### src/hw/rtl/slc_pkg.sv
// Shared types and constants for the size-budgeted LRU cache.
// No dependencies; used by slc_cell and size_budget_lru_cache.
`default_nettype none
package slc_pkg;

    localparam int ENTRIES_DEF  = 16;
    localparam int HASH_W       = 64;
    localparam int TAG_W        = 64;
    localparam int SIZE_W       = 32;
    localparam int STAMP_W      = 32;
    localparam int EVICT_W      = 5;
    localparam int CFG_IDX_W    = 1;
    localparam int CFG_W        = 32;
    localparam int S_TDATA_W    = 160;
    localparam int M_TDATA_W    = 40;

    localparam logic [CFG_IDX_W-1:0] REG_MIN_SIZE = 1'd0;
    localparam logic [CFG_IDX_W-1:0] REG_BUDGET   = 1'd1;

    localparam logic [SIZE_W-1:0] BUDGET_RST  = 32'd16777216;
    localparam logic [EVICT_W-1:0] EVICT_MAX  = 5'd31;

    typedef enum logic [5:0] {
        ST_IDLE   = 6'b000001,
        ST_LOOKUP = 6'b000010,
        ST_DROP   = 6'b000100,
        ST_CHECK  = 6'b001000,
        ST_SEARCH = 6'b010000,
        ST_FINISH = 6'b100000
    } state_t;

    // per-cell command: load new entry, clear entry, refresh stamp
    typedef struct packed {
        logic wr;
        logic drop;
        logic touch;
    } cell_ctrl_t;

endpackage
`default_nettype wire

### src/hw/rtl/slc_cell.sv
// One cache entry plus one stage of the LRU search chain.
// Depends on slc_pkg.
`default_nettype none
module slc_cell #(
    parameter int IDX_W = 4
) (
    input  wire logic                        clk,
    input  wire logic                        rst_n,
    input  wire slc_pkg::cell_ctrl_t         ctrl,
    input  wire logic [slc_pkg::HASH_W-1:0]  req_hash,
    input  wire logic [slc_pkg::TAG_W-1:0]   req_tag,
    input  wire logic [slc_pkg::SIZE_W-1:0]  req_size,
    input  wire logic [slc_pkg::STAMP_W-1:0] now,
    input  wire logic [IDX_W-1:0]            my_idx,
    // search link from the lower neighbor
    input  wire logic                        lnk_ok,
    input  wire logic [slc_pkg::STAMP_W-1:0] lnk_age,
    input  wire logic [IDX_W-1:0]            lnk_idx,
    input  wire logic [slc_pkg::SIZE_W-1:0]  lnk_bytes,
    // search link to the upper neighbor
    output logic                             out_ok,
    output logic [slc_pkg::STAMP_W-1:0]      out_age,
    output logic [IDX_W-1:0]                 out_idx,
    output logic [slc_pkg::SIZE_W-1:0]       out_bytes,
    output logic                             valid,
    output logic                             hit,
    output logic                             stale,
    output logic [slc_pkg::SIZE_W-1:0]       bytes
);

    logic                        valid_reg;
    logic [slc_pkg::HASH_W-1:0]  hash_reg;
    logic [slc_pkg::TAG_W-1:0]   tag_reg;
    logic [slc_pkg::SIZE_W-1:0]  bytes_reg;
    logic [slc_pkg::STAMP_W-1:0] stamp_reg;

    logic                        ok_reg;
    logic [slc_pkg::STAMP_W-1:0] age_reg;
    logic [IDX_W-1:0]            idx_reg;
    logic [slc_pkg::SIZE_W-1:0]  lb_reg;

    logic [slc_pkg::STAMP_W-1:0] my_age;
    logic                        take;

    assign my_age = now - stamp_reg;
    // strict compare: lower index keeps ties
    assign take   = valid_reg && (!lnk_ok || (my_age > lnk_age));

    assign hit   = valid_reg && (hash_reg == req_hash) && (tag_reg == req_tag);
    assign stale = valid_reg && ((hash_reg == req_hash) || (stamp_reg == now));
    assign valid = valid_reg;
    assign bytes = bytes_reg;

    always_ff @(posedge clk or negedge rst_n)
    begin
        if (!rst_n)
        begin
            valid_reg <= 1'b0;
            ok_reg    <= 1'b0;
        end
        else
        begin
            if (ctrl.wr)
                valid_reg <= 1'b1;
            else if (ctrl.drop)
                valid_reg <= 1'b0;
            ok_reg <= take || lnk_ok;
        end
    end

    always_ff @(posedge clk)
    begin
        if (ctrl.wr)
        begin
            hash_reg  <= req_hash;
            tag_reg   <= req_tag;
            bytes_reg <= req_size;
        end
        if (ctrl.wr || ctrl.touch)
            stamp_reg <= now;
        if (take)
        begin
            age_reg <= my_age;
            idx_reg <= my_idx;
            lb_reg  <= bytes_reg;
        end
        else
        begin
            age_reg <= lnk_age;
            idx_reg <= lnk_idx;
            lb_reg  <= lnk_bytes;
        end
    end

    assign out_ok    = ok_reg;
    assign out_age   = age_reg;
    assign out_idx   = idx_reg;
    assign out_bytes = lb_reg;

endmodule
`default_nettype wire

### config.mk
export PLATFORM = sky130hd
export DESIGN_NAME = slc_cell
export DESIGN_NICKNAME = d
export VERILOG_FILES = /design/src/hw/rtl/slc_pkg.sv /design/src/hw/rtl/slc_cell.sv
export SDC_FILE = /design/constraint.sdc
export NUM_CORES = 1
export LEC_CHECK = 0
export ABC_AREA = 1
export BUFFER_PORTS_ARGS = -buffer_cell sky130_fd_sc_hd__buf_2
export CAP_MARGIN = 20
export CORE_UTILIZATION = 48
export DETAILED_ROUTE_END_ITERATION = 6
export PLACE_DENSITY = 0.78
export SETUP_SLACK_MARGIN = 0.4
export SLEW_MARGIN = 20
export SYNTH_ARGS = -nofsm -noshare
export SYNTH_HDL_FRONTEND = slang
export SYNTH_SLANG_ARGS = --single-unit
### constraint.sdc
create_clock -name clk -period 3.45 [get_ports clk]
set_input_delay 0.1725 -clock clk [delete_from_list [all_inputs] [get_ports clk]]
set_output_delay 0.1725 -clock clk [all_outputs]
set_load 0.05 [all_outputs]
==> results_dict.tcl <==
set metrics [dict create \
    grt_pass1_wl_mm 75.1 \
    rows 60 \
    p_switching_mw 3.91 \
    netlist-cell-type-count 35 \
    async_reset_ff_share_pct 0.763 \
    internal_power_mw 7.21 \
    p_comb_share_pct 34.5 \
    synthesis.area_mm2 0.0131 \
    ys_seq_area_share_pct 54.8 \
    worstMarginPinSlew_ns 0.834 \
    synthesis.instances 1428 \
    clockPowerShare_pct 29.9 \
    finalNonFillerCells 2522 \
    power.total_mw 11.1 \
    synth_edf_count 192 \
    drc_errors 0 \
    fmax_ghz 0.283 \
    ant_nets 0 \
    ctsHtreeMaxLevel 1 \
    grt_max_degree 98 \
    leakage_nw 9.82 \
    die_y_um 167 \
    arrival_ns 3.97 \
    clk_latency_ns 0.55 \
    power_switching_share_pct 35.1 \
    worst_slack_ns -0.0871 \
    reg2reg_slack_ns -0.09 \
    antenna_found_initial 9 \
    dp_hpwl_mm 28.4 \
    vdd_drop_max_v 0.000492 \
    postSynthAreaPerCell_um2 9.17 \
    ys_warn_count 0 \
    clkTransAtPathRegs_ns 0.07 \
    drtPass1Iterations 6 \
    reg2reg_from "stamp_reg[4]$_DFFE_PP_" \
    fin_util_pct 77.8 \
    reg2reg_depth 26 \
    synth_seq_cells 262 \
    numCtsBuffers 28 \
    syn_to_final_growth_pct 59.7 \
    period_share_pct 103 \
    worst_r2r_endpoint "out_age[9]$_DFF_P_" \
    die_width_um 167 \
    clockRootBuffer "clkbuf_16" \
    status "complete, but fails checks" \
    crit_required_ns 3.88 \
    slew_headroom_pct 44.4 \
    via_per_inst 5.48 \
    cts_tree "yes" \
    synth_flop_cell "edfxtp_1" \
    dieArea_mm2 0.0280 \
    initialDrtViolationCount 1413 \
    violations "setup timing" \
    hold_violations 0 \
    clock_path_buffers 3 \
    place_inst 2147 \
    worst_setup_path_end_kind "flop" \
    critical_path.max_fanout 8 \
    cp_slowest_cell "edfxtp_1" \
    hp-class "in2reg" \
    nets 2485 \
    max-cap-violations 0 \
    cp_common_cell "nand2_1" \
    grt_pass1_vias 14000 \
    syn_nets 1762 \
    startpoint_type "flop" \
    holdPathEnd "tag_reg[23]$_DFFE_PP_" \
    grt.overflow.total 0 \
    grt_usage_pct 34.6 \
    drive_gt1_share_pct 32.6 \
    holdPathStages 1 \
    gp_congestion 0.991 \
    wl_mm 51.7 \
    core_mm2 0.0269 \
    seq_power_share_pct 35.6 \
    vias 13800 \
    io_pins 374 \
    maxSlewViolCount 0 \
    finalSetupViolCount 42 \
    dp_slack_ns -0.0391 \
    post-route-min-period_ns 3.54 \
    grt_setup_unrepaired "true" \
    critPathMaxStageDelay_ns 0.37 \
    hp-start "ctrl[2]" \
    wl_per_cell_um 20.5 \
    cts.sinks 262 \
    p_per_area_mw_per_mm2 532 \
    io_buffers 373 \
    critPathKind "reg2reg" \
    clock-skew-final_ns 0.00853 \
    initial_core_util_pct 48.7 \
]
==> how the worst max path moves through the flow <==
stage,slack (ns),from,cells after the start,endpoint
after floorplan,0.38,stamp_reg[0]$_DFFE_PP_,24,out_age[23]$_DFF_P_
after global placement,0.06,stamp_reg[2]$_DFFE_PP_,22,out_age[20]$_DFF_P_
after detailed placement,-0.04,stamp_reg[2]$_DFFE_PP_,23,out_age[11]$_DFF_P_
after CTS,-0.02,stamp_reg[0]$_DFFE_PP_,23,out_idx[1]$_DFF_P_
after global routing,-0.26,stamp_reg[4]$_DFFE_PP_,25,out_age[8]$_DFF_P_
final,-0.09,stamp_reg[4]$_DFFE_PP_,26,out_age[9]$_DFF_P_
==> area by class of cell <==
cell class	count	area, µm²
fillers	1593	5960
multi-input cells	932	6060
clock buffers	35	737
inverters	212	796
repair buffers	715	5450
diodes	8	20.0
flip-flops and latches	262	7180
clock inverters	17	250
well taps	341	427
==> cells by family after synthesis <==
logic type,synth area share [%]
compound gates,5.64
xor+xnor,5.35
fa+ha+maj,6.17
buf+inv,7.07
flops,54.8
simple gates,21.0
==> per-stage QoR <==
stage                     hold slack (ns)  cell area (µm²)  setup TNS [ns]
after floorplan                    -0.123            13100               0
after global placement            -0.0320            15500               0
after detailed placement          -0.0328            15500          -0.293
after CTS                           0.144            20100          -0.244
after global routing                0.151            20900          -13.11
final                               0.134            20900           -1.70
==> synthesized netlist by cell type (2+ instances only) <==
cell type,n,area (µm²)
xnor2_1,61,534
or2_2,14,87.6
o21a_1,3,22.5
o211ai_1,2,15.0
buf_2,8,40.0
nand2_1,409,1540
dfxtp_1,68,1360
a21oi_1,49,245
o21bai_1,5,37.5
a221oi_1,4,35.0
dfrtp_1,2,50.1
o2111ai_1,3,26.3
o21ai_0,30,150
nand3b_1,2,15.0
o22ai_1,16,100
a22o_1,8,70.1
nand3_1,100,500
ha_1,63,788
nor2_1,95,357
clkbuf_1,8,30.0
nand4_1,23,144
inv_1,212,796
edfxtp_1,192,5770
buf_6,4,45.0
xor2_1,19,166
a21o_1,3,22.5
nor3_1,16,80.1
nand2_2,2,12.5
==> critical path: cells and delay by family, from the launching register on <==
family	cells	cell delay (ns)
fa+ha+maj	2	0.54
xor+xnor	1	0.16
simple gates	17	1.48
compound gates	1	0.17
flops	1	0.37
buf+inv	5	0.68
==> power groups by stage <==
stage | clock [mW] | combinational (mW) | sequential, mW
finish | 3.32 | 3.84 | 3.96
global route | 3.44 | 4.07 | 3.98
CTS | 3.26 | 3.37 | 3.92
detailed placement | 0 | 2.72 | 3.98
global placement | 0 | 2.68 | 3.97
floorplan | 0 | 1.11 | 4.70
==> cells in the final DEF (no fill, tap or decap), types with 4 or more instances in the layout <==
cell type	instances
xnor2_1	61
diode_2	8
edfxtp_1	192
nand3_1	90
xor2_1	17
buf_12	8
nand2_2	73
buf_16	7
a21oi_2	25
clkbuf_16	32
a21oi_1	23
bufinv_16	6
o21ai_0	28
buf_4	50
inv_1	209
buf_2	371
nand2_4	27
nand3_2	10
a221oi_1	4
ha_4	30
nand4_1	23
a22o_1	8
dfxtp_1	68
nor2_1	78
nor3_1	12
dlygate4sd3_1	268
nor3_2	4
ha_1	30
nor2_2	15
nand2_1	310
clkbuf_1	6
o21bai_1	4
or2_2	14
o22ai_1	16
==> timing repair <==
action	4_1_cts	5_1_grt
hold buffers	268	0
buffers inserted	28	7
cloned	7	5
endpoints found under the hold margin	264	0
gates resized for setup	109	152
pin swaps	27	45
endpoints found under the setup margin	69	69
==> layer usage <==
| layer | up-vias | GRT usage (%) | part of all wire (%) |
|---|---|---|---|
| li1 | 6158 | - | - |
| met1 | 6373 | 38.8 | 34 |
| met2 | 1039 | 59.7 | 48 |
| met3 | 258 | 8.06 | 11 |
| met4 | 2 | 21.2 | 6.7 |
| met5 | - | 0 | 0.021 |
Power figures use the tool's default switching activity.
